### config.mk
export PLATFORM = sky130hd
export DESIGN_NAME = plms_div
export DESIGN_NICKNAME = d
export VERILOG_FILES = /design/src/plms_pkg.sv /design/src/plms_div.sv
export SDC_FILE = /design/constraint.sdc
export NUM_CORES = 1
export LEC_CHECK = 0
export ABC_AREA = 1
export BUFFER_PORTS_ARGS = -buffer_cell sky130_fd_sc_hd__buf_2
export CAP_MARGIN = 20
export CORE_MARGIN = 1
export CORE_UTILIZATION = 50
export CTS_CLUSTER_SIZE = 28
export DETAILED_ROUTE_END_ITERATION = 10
export PLACE_DENSITY = 0.73
export SYNTH_ARGS = -nofsm -noshare
export SYNTH_HDL_FRONTEND = slang
export SYNTH_SLANG_ARGS = --single-unit
### constraint.sdc
create_clock -name i_clk -period 3 [get_ports i_clk]
set_input_delay 0.15 -clock i_clk [delete_from_list [all_inputs] [get_ports i_clk]]
set_output_delay 0.15 -clock i_clk [all_outputs]
set_load 0.05 [all_outputs]
### src/plms_pkg.sv
// shared types and constants of the packet latency matcher
package plms_pkg;

    localparam int INDEX_BITS = 16;
    localparam int ID_W       = 32;
    localparam int TS_W       = 64;
    localparam int CNT_W      = 32;
    localparam int OUT_W      = 48;
    localparam int FRAC_W     = 16;
    localparam int IN_DATA_W  = 96;
    localparam int OUT_DATA_W = 232;

    localparam logic OP_RECORD = 1'b0;
    localparam logic OP_MATCH  = 1'b1;

    localparam logic signed [TS_W-1:0] Q_MAX = 64'sh0000_7FFF_FFFF_FFFF;
    localparam logic signed [TS_W-1:0] Q_MIN = -64'sh0000_8000_0000_0000;

    typedef struct packed {
        logic [ID_W-1:0] id;
        logic [TS_W-1:0] stamp;
    } t_entry;

    // access to the slot table
    typedef struct packed {
        logic                  rd_en;
        logic                  wr_en;
        logic [INDEX_BITS-1:0] addr;
        t_entry                wr_data;
    } t_tbl_req;

endpackage

### src/plms_div.sv
// iterative unsigned divider, one quotient bit per cycle
module plms_div (
    input  logic                         i_clk,
    input  logic                         i_rst_n,
    input  logic                         i_start,
    input  logic [plms_pkg::TS_W-1:0]    i_dividend,
    input  logic [plms_pkg::CNT_W-1:0]   i_divisor,
    output logic                         o_done,
    output logic [plms_pkg::TS_W-1:0]    o_quot
);

    logic [plms_pkg::TS_W-1:0]  r_q;
    logic [plms_pkg::CNT_W-1:0] r_rem;
    logic [plms_pkg::CNT_W-1:0] r_div;
    logic [6:0]                 r_cnt;
    logic                       r_busy;
    logic                       r_done;
    logic [plms_pkg::CNT_W:0]   trial;
    logic                       fits;

    // shift in the next dividend bit and try the subtraction
    assign trial = {r_rem, r_q[plms_pkg::TS_W-1]};
    assign fits  = trial >= {1'b0, r_div};

    always_ff @(posedge i_clk) begin
        if (!i_rst_n) begin
            r_busy <= 1'b0;
            r_done <= 1'b0;
            r_cnt  <= '0;
        end else begin
            r_done <= 1'b0;
            if (i_start) begin
                r_busy <= 1'b1;
                r_cnt  <= '0;
            end else if (r_busy) begin
                r_cnt <= r_cnt + 1'b1;
                if (r_cnt == 7'd63) begin
                    r_busy <= 1'b0;
                    r_done <= 1'b1;
                end
            end
        end
    end

    // datapath
    always_ff @(posedge i_clk) begin
        if (i_start) begin
            r_q   <= i_dividend;
            r_rem <= '0;
            r_div <= i_divisor;
        end else if (r_busy) begin
            if (fits) begin
                r_rem <= trial[plms_pkg::CNT_W-1:0] - r_div;
            end else begin
                r_rem <= trial[plms_pkg::CNT_W-1:0];
            end
            r_q <= {r_q[plms_pkg::TS_W-2:0], fits};
        end
    end

    assign o_done = r_done;
    assign o_quot = r_q;

endmodule

==> impl_metrics.tcl <==
set metrics [dict create \
    status "finished clean" \
    vias 7715 \
    final-hold-violation-count 0 \
    ys_types 35 \
    synth_top_area_cell "edfxtp_1" \
    timing.rr.end "r_rem[19]$_SDFFE_PP0P_" \
    arrival_ns 2.64 \
    drtIter0Drc 467 \
    drtAntennaViolNets 0 \
    antenna_cells 0 \
    std_cell_rows 46 \
    fin_skew_ns 0.01648 \
    cts-htree-levels 4 \
    min_to "o_quot[7]$_DFFE_PP_" \
    syn_avg_cell_area_um2 7.230 \
    yosysMostFrequentCell "nand2_1" \
    setup_viol 0 \
    cts_resized 0 \
    grt_use_total_pct 26.59 \
    min_path_type "primary input to flip-flop" \
    remaining_drc_errors 0 \
    coreArea_um2 16000 \
    synth.yosys.warnings 0 \
    report.final.slew_viol_count 0 \
    path_clk_slew_ns 0.07 \
    syn_nets 1272 \
    area_growth_pct 28.06 \
    grt_first_pass_wirelength_um 34830 \
    max_freq_mhz 429.8 \
    ys_ff_latch 137 \
    grt_setup_unrepaired "false" \
    num_io_pins 164 \
    worstSetupPathType "flip-flop to flip-flop" \
    initial_core_util_pct 51.47 \
    fp.dieArea_um2 16990 \
    cp_max_fo 32 \
    grt_pass1_vias 7457 \
    r2r-start "r_div[24]$_DFFE_PP_" \
    synth_area_leaders "edfxtp_1 35%, nand2_1 23%, dfxtp_1 10%, inv_1 8.5%, ha_1 5.0%" \
    startpoint_type "flip-flop" \
    drv_cap 0 \
    io_buffer_count 163 \
    synth_common_cells "509 x nand2_1, 187 x inv_1, 96 x edfxtp_1, 80 x nand3_1, 46 x nor2_1" \
    cts_root_buf "clkbuf_16" \
    first_pass_iters 6 \
    nets 1506 \
    cts_tree "yes" \
    final.fill_count 1417 \
    wl_per_cell_um 13.71 \
    die_x_um 130.3 \
    end_kind "flip-flop" \
    min-delay-start "i_dividend[7]" \
    ys_seq_area_share_pct 44.97 \
    syn_area_um2 8235 \
    rr_worst_depth 13 \
    synth_edf_count 96 \
    clock_path_buffers 2 \
    synth_flop_cell "edfxtp_1" \
    fin_setup_tns_ns 0 \
    dp_hpwl_um 15430 \
    cts_sinks 137 \
    cellLeakagePower_nw 5.610 \
    drive_above_1_share_pct 16.16 \
    synth_cells 1139 \
    relSlewSlack_pct 57.58 \
    required_ns 3.31 \
    whs_path_depth 3 \
    dp_slack_ns 0.6845 \
    period_needed_ns 2.326 \
    wl_um 21970 \
    gp_congestion 0.9156 \
    fin_crit_sh_pct 77.55 \
    gr-total-overflow 0 \
    die_h_um 130.3 \
    worst_pin_slew_ns 0.6363 \
    synth-async-reset-ratio_pct 0 \
    via_per_inst 4.816 \
    vdd_drop_max_v 0.0005243 \
    antenna_found_initial 0 \
    finalWorstSetupSlack_ns 0.6736 \
    r2r_slack_ns 0.67 \
    synth_top_area_share_pct 35.00 \
    clk_latency_ns 0.43 \
    grt_max_degree 64 \
    numCtsBuffers 17 \
    powerDensity_nw_per_um2 496.8 \
]
## worst max path at each step
stage | startpoint | endpoint | slack [ns]
2_1_floorplan | r_busy$_SDFF_PN0_ | o_quot[0]$_DFFE_PP_ | 0.008
3_3_place_gp | r_div[24]$_DFFE_PP_ | r_rem[25]$_SDFFE_PP0P_ | 0.69
3_5_place_dp | r_div[24]$_DFFE_PP_ | r_rem[25]$_SDFFE_PP0P_ | 0.68
4_1_cts | r_div[24]$_DFFE_PP_ | r_rem[19]$_SDFFE_PP0P_ | 0.66
5_1_grt | r_div[29]$_DFFE_PP_ | r_rem[25]$_SDFFE_PP0P_ | 0.42
6_report | r_div[24]$_DFFE_PP_ | r_rem[19]$_SDFFE_PP0P_ | 0.67
## cell usage in the layout, fill, tap and decap left out, types with 2 or more instances in the layout
cell,count
inv_6,4
clkbuf_16,17
dfxtp_1,41
inv_2,3
buf_2,162
nor3_1,8
nor2_1,45
clkinv_2,2
clkinv_4,4
o21ai_1,10
clkbuf_8,2
a21oi_1,23
edfxtp_1,96
and2_1,3
buf_4,9
inv_1,185
o21bai_1,3
o21ai_0,10
xnor2_1,13
nand4_1,8
o21a_1,2
nand3b_1,13
nand2_2,5
dlygate4sd3_1,72
nand3_1,80
nor2_2,5
nor2_4,2
ha_1,33
nand2_1,509
nand3_2,5
## critical path, cell delays in order (launching register included)
cell      delay, ns
edfxtp_1       0.33
inv_1          0.04
ha_1           0.39
nand2_1        0.10
nor2_1         0.29
nand2_1        0.11
nor2_1         0.12
nand2_2        0.08
nor2_4         0.10
nor2_4         0.05
nand2_4        0.28
nand2_1        0.13
nand3_1        0.09
nand2_1        0.05
## sequential cells by signal, indices dropped and copies added, names as in the netlist
name    cells
o_done      1
o_quot     64
r_cnt       7
r_rem      32
r_div      32
r_busy      1
## cells by family (layout without fill, tap and decap cells)
kind of cell	after synthesis	after routing	share of synthesized area, %
xor+xnor	14	14	1.489
compound gates	51	51	3.343
fa+ha+maj	34	34	5.257
buf+inv	217	464	10.41
simple gates	686	686	34.53
flops	137	137	44.97
## metal layers
layer	wire length (um)	vias up	GRT usage [%]
met5	0	-	0
met4	471	0	8.519
met3	1511	33	6.806
met2	10650	258	46.21
met1	9330	3417	32.16
li1	-	4007	-
## stage by stage
step | instances | total power [mW] | hold WS (ns) | cell area [um2] | utilization [%]
4_1_cts | 1602 | 5.253 | 0.0003601 | 10550 | 65.91
5_1_grt | 1602 | 5.418 | 0.003439 | 10550 | 65.91
6_report | 1602 | 5.240 | 0.005177 | 10550 | 65.91
3_3_place_gp | 1498 | 3.134 | 0.3267 | 9255 | 57.84
3_5_place_dp | 1498 | 3.141 | 0.3281 | 9255 | 57.84
2_1_floorplan | 1139 | 2.885 | 0.2489 | 8235 | -
## final cells by class
cell class	count	area [um2]	share of cell area, %
clock buffers	20	456.7	4.330
clock inverters	12	113.9	1.080
inverters	188	705.7	6.691
multi-input cells	785	3677	34.87
flip-flops and latches	137	3704	35.12
well taps	216	270.3	2.563
repair buffers	244	1619	15.35
## report_power, final
part / total, mW / internal (mW) / switching, mW
logic: 0.936 / 0.285 / 0.651
clock network: 2.05 / 1.19 / 0.859
registers: 2.25 / 2.18 / 0.0676
total: 5.24 / 3.66 / 1.58
## timing repair
action | CTS | global route
endpoints found under the hold margin | 72 | 0
hold buffers | 72 | 0
setup buffers | 0 | 0
Note: power is estimated with default switching activity, not from simulation.
