### config.mk
export PLATFORM = sky130hd
export DESIGN_NAME = plms_mul
export DESIGN_NICKNAME = d
export VERILOG_FILES = /design/src/plms_pkg.sv /design/src/plms_mul.sv
export SDC_FILE = /design/constraint.sdc
export NUM_CORES = 2
export LEC_CHECK = 0
export BUFFER_PORTS_ARGS = -buffer_cell sky130_fd_sc_hd__buf_2
export CAP_MARGIN = 20
export CORE_ASPECT_RATIO = 2
export CORE_MARGIN = 3
export CORE_UTILIZATION = 70
export DETAILED_ROUTE_END_ITERATION = 7
export PLACE_DENSITY = 0.86
export SYNTH_ARGS = -nofsm -noshare
export SYNTH_HDL_FRONTEND = slang
export SYNTH_SLANG_ARGS = --single-unit
### constraint.sdc
create_clock -name i_clk -period 13.8 [get_ports i_clk]
set_clock_uncertainty 0.1 [all_clocks]
set_input_delay 1.38 -clock i_clk [delete_from_list [all_inputs] [get_ports i_clk]]
set_output_delay 1.38 -clock i_clk [all_outputs]
set_load 0.05 [all_outputs]
### src/plms_pkg.sv
// shared types and constants of the packet latency matcher
package plms_pkg;

    localparam int INDEX_BITS = 16;
    localparam int ID_W       = 32;
    localparam int TS_W       = 64;
    localparam int CNT_W      = 32;
    localparam int OUT_W      = 48;
    localparam int FRAC_W     = 16;
    localparam int IN_DATA_W  = 96;
    localparam int OUT_DATA_W = 232;

    localparam logic OP_RECORD = 1'b0;
    localparam logic OP_MATCH  = 1'b1;

    localparam logic signed [TS_W-1:0] Q_MAX = 64'sh0000_7FFF_FFFF_FFFF;
    localparam logic signed [TS_W-1:0] Q_MIN = -64'sh0000_8000_0000_0000;

    typedef struct packed {
        logic [ID_W-1:0] id;
        logic [TS_W-1:0] stamp;
    } t_entry;

    // access to the slot table
    typedef struct packed {
        logic                  rd_en;
        logic                  wr_en;
        logic [INDEX_BITS-1:0] addr;
        t_entry                wr_data;
    } t_tbl_req;

endpackage

### src/plms_mul.sv
// 64 by 64 multiplier from four 32 by 32 partial products
module plms_mul (
    input  logic                        i_clk,
    input  logic                        i_rst_n,
    input  logic                        i_start,
    input  logic [plms_pkg::TS_W-1:0]   i_a,
    input  logic [plms_pkg::TS_W-1:0]   i_b,
    output logic                        o_done,
    output logic [2*plms_pkg::TS_W-1:0] o_prod
);

    logic [plms_pkg::TS_W-1:0]   r_a;
    logic [plms_pkg::TS_W-1:0]   r_b;
    logic [2*plms_pkg::TS_W-1:0] r_acc;
    logic [plms_pkg::TS_W-1:0]   r_pp;
    logic [1:0]                  r_pos;
    logic                        r_pv;
    logic [2:0]                  r_cnt;
    logic                        r_busy;
    logic                        r_done;
    logic [31:0]                 a_half;
    logic [31:0]                 b_half;
    logic [6:0]                  shamt;

    assign a_half = r_cnt[1] ? r_a[63:32] : r_a[31:0];
    assign b_half = r_cnt[0] ? r_b[63:32] : r_b[31:0];
    assign shamt  = {{1'b0, r_pos[1]} + {1'b0, r_pos[0]}, 5'b0};

    // control
    always_ff @(posedge i_clk) begin
        if (!i_rst_n) begin
            r_busy <= 1'b0;
            r_done <= 1'b0;
            r_pv   <= 1'b0;
            r_cnt  <= '0;
        end else begin
            r_done <= 1'b0;
            if (i_start) begin
                r_busy <= 1'b1;
                r_cnt  <= '0;
                r_pv   <= 1'b0;
            end else if (r_busy) begin
                r_pv <= !r_cnt[2];
                if (!r_cnt[2]) begin
                    r_cnt <= r_cnt + 1'b1;
                end else if (r_pv) begin
                    r_busy <= 1'b0;
                    r_done <= 1'b1;
                end
            end
        end
    end

    // one partial product a cycle, accumulated the cycle after
    always_ff @(posedge i_clk) begin
        if (i_start) begin
            r_a   <= i_a;
            r_b   <= i_b;
            r_acc <= '0;
        end else if (r_busy) begin
            if (!r_cnt[2]) begin
                r_pp  <= a_half * b_half;
                r_pos <= r_cnt[1:0];
            end
            if (r_pv) begin
                r_acc <= r_acc + ({64'b0, r_pp} << shamt);
            end
        end
    end

    assign o_done = r_done;
    assign o_prod = r_acc;

endmodule

==> run summary, run 1 <==
## Yosys
- post-synthesis instance total: 5,995
- Synth cell types: 86
- fraction of synthesized cell area in xor and xnor cells: 0.0287
- share of synthesized registers carrying an async set or reset: 0
- cell area after synthesis: 0.0529 mm²
- FF+latch count, synth: 328
- Synthesized Nets: 7,415
- combinational family with the most area after synthesis: adder cells
- Synthesis Warnings: 0
- average footprint of a synthesized cell: 8.82 µm²
- portion of netlist area occupied by mux cells: 0.0326
- most area-consuming cells after synthesis: sky130_fd_sc_hd__fa_1 34%, sky130_fd_sc_hd__edfxtp_1 11%, sky130_fd_sc_hd__ha_1 9.3%, sky130_fd_sc_hd__inv_1 6.7%, sky130_fd_sc_hd__nand2_1 5.8%
- post-synth top area cell: sky130_fd_sc_hd__fa_1
- compound-gate portion of the synthesized area: 0.108
- post-synthesis share of cell area spent on full adders, half adders and majority gates: 0.433
- basic-gate share of the synthesized area counting and, or, nand and nor cells: 0.149
- number of synthesized flops with an enable pin: 194
- sequential cell area fraction in the yosys report: 0.161
- area share of the largest cell type after synthesis: 0.340
- top_reg_cell synth: sky130_fd_sc_hd__edfxtp_1

## Placement
- final estimated routing congestion in global placement: 1.16
- count of input and output buffers: 259
- post-detail-place hpwl: 172,000 µm

## Floorplan
- die width: 200 µm
- number of rows created at floorplan: 141
- initial cell density of the core: 0.712
- die boundary height: 395 µm
- I/O pin count: 260

## Global routing
- wire length of the first global-routing pass: 353,000 µm
- pin count of the biggest net entering global routing: 76
- grt total ovfl: 6
- global-route usage over all layers: 0.611
- vias in the first global route: 55,200

## CTS
- post-CTS setup buffer count: 0
- clock root cell: sky130_fd_sc_hd__clkbuf_16
- Hold Buf Count CTS: 0
- deepest clock path buffer count: 3
- CTS buffer count: 31
- Clock Sink Count: 328
- H-tree depth reported by CTS: 1
- post-CTS sizing: 0

## Status
- First Err: [ERROR GRT-0116] Global routing finished with congestion. Check the congestion regions in the DRC Viewer.
- outcome: did not finish
- Halt Stage: global routing

-- per-stage QoR --
step	utilization	instances	setup WS, ns	hold WS, ns	area (µm²)
detailed placement	0.742	7036	3.82	0.357	55100
CTS	0.756	7094	3.79	0.366	56100
floorplan	-	5995	5.15	0.352	52900
global placement	0.742	7035	4.18	0.352	55100
-- per-layer routing --
layer | track usage | GRT overflow
met4 | 0.735 | 3
met1 | 0.556 | 0
met3 | 0.315 | 0
met2 | 0.889 | 3
met5 | 0.0437 | 0
-- cells in the mapped netlist (all sizes together) (12+ instances only) --
cell type and number:
inv 938, fa 897, nand2 817, nor2 788, ha 392, a21oi 345
clkbuf 250, edfxtp 194, o21ai 174, dfxtp 134, a21o 111, xnor2 110
mux2i 99, nand4 78, mux2 65, xor2 63, o21bai 55, buf 46
and2 43, nand3 41, nor3 40, a22o 33, a31oi 24, nand2b 24
and3 20, o21a 19, a21boi 18, o31ai 17, a211oi 14, o211ai 14
nor2b 12, nor4 12
-- cell families after synthesis --
| logic type | Yosys count |
|---|---|
| xor gates and xnor gates | 173 |
| adders and majority gates | 1289 |
| muxes | 164 |
| DFF | 328 |
| and+or+nand+nor | 1908 |
| AOI/OAI and AO/OA | 898 |
| buffers and inverters | 1235 |
==> run 2, diff against run 1 <==
--- a/config.mk
+++ b/config.mk
@@ -7,11 +7,10 @@
 export LEC_CHECK = 0
 export BUFFER_PORTS_ARGS = -buffer_cell sky130_fd_sc_hd__buf_2
 export CAP_MARGIN = 20
-export CORE_ASPECT_RATIO = 2
 export CORE_MARGIN = 3
-export CORE_UTILIZATION = 70
+export CORE_UTILIZATION = 40
 export DETAILED_ROUTE_END_ITERATION = 7
-export PLACE_DENSITY = 0.86
+export PLACE_DENSITY_LB_ADDON = 0.15
 export SYNTH_ARGS = -nofsm -noshare
 export SYNTH_HDL_FRONTEND = slang
 export SYNTH_SLANG_ARGS = --single-unit
==> run summary, run 2 <==
## Status
- outcome: finished clean

## Critical path
- maximum fanout encountered on the critical timing path: 43
- capturing element type of the critical path: register
- crit start category: register
- R2R setup slack: 3.86 ns
- Arr. time, crit path: 10.22 ns
- start-to-end type of the worst setup path: reg2reg
- data required time of the worst path: 14.08 ns

## CTS
- CTS buffer count: 43
- post-CTS setup buffer count: 0
- TritonCTS clock tree: done
- H-tree depth reported by CTS: 2
- deepest clock path buffer count: 3
- clock latency on the worst-skew pair: 0.64 ns
- Clock Sink Count: 328
- post-CTS sizing: 0
- Hold Buf Count CTS: 0
- clock root cell: sky130_fd_sc_hd__clkbuf_16
- clock-pin transition on the worst setup and hold timing paths: 0.07 ns

## Yosys
- sequential cell area fraction in the yosys report: 0.161
- cell area after synthesis: 0.0529 mm²
- FF+latch count, synth: 328
- most common cell in the synthesized netlist: sky130_fd_sc_hd__inv_1
- share of synthesized registers carrying an async set or reset: 0
- top_reg_cell synth: sky130_fd_sc_hd__edfxtp_1
- Synth cell types: 86
- number of synthesized flops with an enable pin: 194
- Synthesized Nets: 7,415
- post-synth top area cell: sky130_fd_sc_hd__fa_1
- area share of the largest cell type after synthesis: 0.340
- most area-consuming cells after synthesis: sky130_fd_sc_hd__fa_1 34%, sky130_fd_sc_hd__edfxtp_1 11%, sky130_fd_sc_hd__ha_1 9.3%, sky130_fd_sc_hd__inv_1 6.7%, sky130_fd_sc_hd__nand2_1 5.8%
- most instantiated cells after synthesis: 938 x sky130_fd_sc_hd__inv_1, 897 x sky130_fd_sc_hd__fa_1, 816 x sky130_fd_sc_hd__nand2_1
- post-synthesis instance total: 5,995
- average footprint of a synthesized cell: 8.82 µm²
- Synthesis Warnings: 0

## STA
- slew margin rel.: 0.133
- Fin Setup TNS: 0 ns
- Final Hold Vio Count: 0
- share of the cycle needed by the critical path after routing: 0.720
- peak clock frequency supported by timing: 101 MHz
- RSZ-0062 raised after global routing: false
- final number of max-transition violations: 0
- Hold Worst Slack: 0.367 ns
- shortest period the worst path allows: 9.94 ns
- Final setup viols: 0
- Tightest Pin Transition: 1.26 ns

## Floorplan
- area enclosed by the die boundary: 0.137 mm²
- number of rows created at floorplan: 132
- initial cell density of the core: 0.406
- die width: 369 µm
- die boundary height: 369 µm
- core region area: 0.130 mm²
- I/O pin count: 260

## Detailed routing
- violation count after the first detailed-routing iteration: 3,951
- total length of routed wires: 206,000 µm
- Vias/cell: 5.57
- routed vias: 43,800
- post-route antenna net violation count: 0
- remaining routing DRC violations: 0
- Wirelength per Cell: 26.2 µm
- First-pass DRT Iterations: 6

## Final layout
- count of fill cells added during filler insertion: 12,900
- fraction of layout cells with a size suffix above 1: 0.0943
- filler-free cell count of the finished design: 7,865
- area growth from synthesis to layout: 9.21%
- post-layout net count: 7,505
- max FFs per register: 128
- commonest cells after routing, fill and taps aside: 938 x sky130_fd_sc_hd__inv_1, 897 x sky130_fd_sc_hd__fa_1, 815 x sky130_fd_sc_hd__nand2_1
- Layout Cell Area excl Fill: 0.0577 mm²
- leading cell type in the layout, fill and taps excluded: sky130_fd_sc_hd__inv_1

## Global routing
- pin count of the biggest net entering global routing: 84
- grt total ovfl: 0
- vias in the first global route: 45,400
- wire length of the first global-routing pass: 302,000 µm
- global-route usage over all layers: 0.301
- number of antenna violations at the first check in global routing: 5

## Placement
- DP Area: 0.0562 mm²
- count of input and output buffers: 259
- final estimated routing congestion in global placement: 0.973
- post-detail-place hpwl: 161,000 µm
- Cell Count Post-Placement: 7,781

## Job
- maximum capacitance violations: 0

## Min path
- class of the worst hold path: reg2reg

[run 2: cell counts after synthesis]
Identical to the previous run, type by type.
[run 2: cell families after synthesis]
kind of cell,synth area share
multiplexers,0.0326
flip-flops,0.161
buffers and inverters,0.0883
adder cells (fa/ha/maj),0.433
AO/OA/AOI/OAI,0.108
AND/OR/NAND/NOR,0.149
XOR/XNOR,0.0287
[run 2: metal layers]
layer | wire length [µm] | vias up | global-route usage | part of all wire
met3 | 19200 | 474 | 0.0705 | 0.093
li1 | - | 19300 | - | -
met2 | 90900 | 2145 | 0.474 | 0.44
met5 | 13 | - | 0 | 0.000063
met1 | 83900 | 21900 | 0.391 | 0.41
met4 | 11800 | 2 | 0.140 | 0.057
[run 2: worst max-delay path, stage by stage (launching register included)]
cell	delay (ns)
sky130_fd_sc_hd__dfxtp_4	0.85
sky130_fd_sc_hd__buf_4	0.56
sky130_fd_sc_hd__mux2i_4	0.95
sky130_fd_sc_hd__nor2_1	0.16
sky130_fd_sc_hd__fa_1	0.54
sky130_fd_sc_hd__inv_1	0.06
sky130_fd_sc_hd__fa_1	0.51
sky130_fd_sc_hd__fa_1	0.56
sky130_fd_sc_hd__inv_1	0.06
sky130_fd_sc_hd__fa_1	0.48
sky130_fd_sc_hd__fa_1	0.57
sky130_fd_sc_hd__fa_1	0.43
sky130_fd_sc_hd__fa_1	0.49
sky130_fd_sc_hd__inv_1	0.05
sky130_fd_sc_hd__fa_1	0.47
sky130_fd_sc_hd__inv_1	0.04
sky130_fd_sc_hd__ha_1	0.35
sky130_fd_sc_hd__a21oi_1	0.21
sky130_fd_sc_hd__o21bai_1	0.09
sky130_fd_sc_hd__a21o_1	0.19
sky130_fd_sc_hd__a211oi_1	0.25
sky130_fd_sc_hd__o31ai_1	0.09
sky130_fd_sc_hd__a21oi_1	0.37
sky130_fd_sc_hd__o21ai_1	0.27
sky130_fd_sc_hd__a21oi_1	0.27
sky130_fd_sc_hd__a31oi_1	0.19
sky130_fd_sc_hd__a221oi_1	0.35
sky130_fd_sc_hd__xnor2_1	0.11
[run 2: layout make-up]
type,instances,area [µm²],area share
diodes,4,10.0,0.000173
multi-input cells,4432,40000,0.694
inverters,939,3520,0.0611
clock inverters,31,375,0.00650
clock buffers,48,1090,0.0190
repair buffers,341,1980,0.0343
well taps,1742,2180,0.0378
flip-flops and latches,328,8520,0.148
[run 2: metrics by stage]
stage | setup WS [ns] | util
floorplan | 5.15 | -
global placement | 3.99 | 0.431
detailed placement | 3.90 | 0.431
CTS | 3.89 | 0.443
global route | 3.39 | 0.443
finish | 3.86 | 0.443
[run 2: final timing paths]
path | start | to | cells past startpoint
worst max-delay path | r_cnt[1] | r_pp[63] | 27
worst min-delay path | o_prod[102] | o_prod[102] | 2
worst max register to register | r_cnt[1] | r_pp[63] | 27
worst min register to register | o_prod[102] | o_prod[102] | 2
Power of run 2 is left out: the tool's default activity adds up to more than one toggle a clock period on the data nets, which glitch-free logic cannot reach.
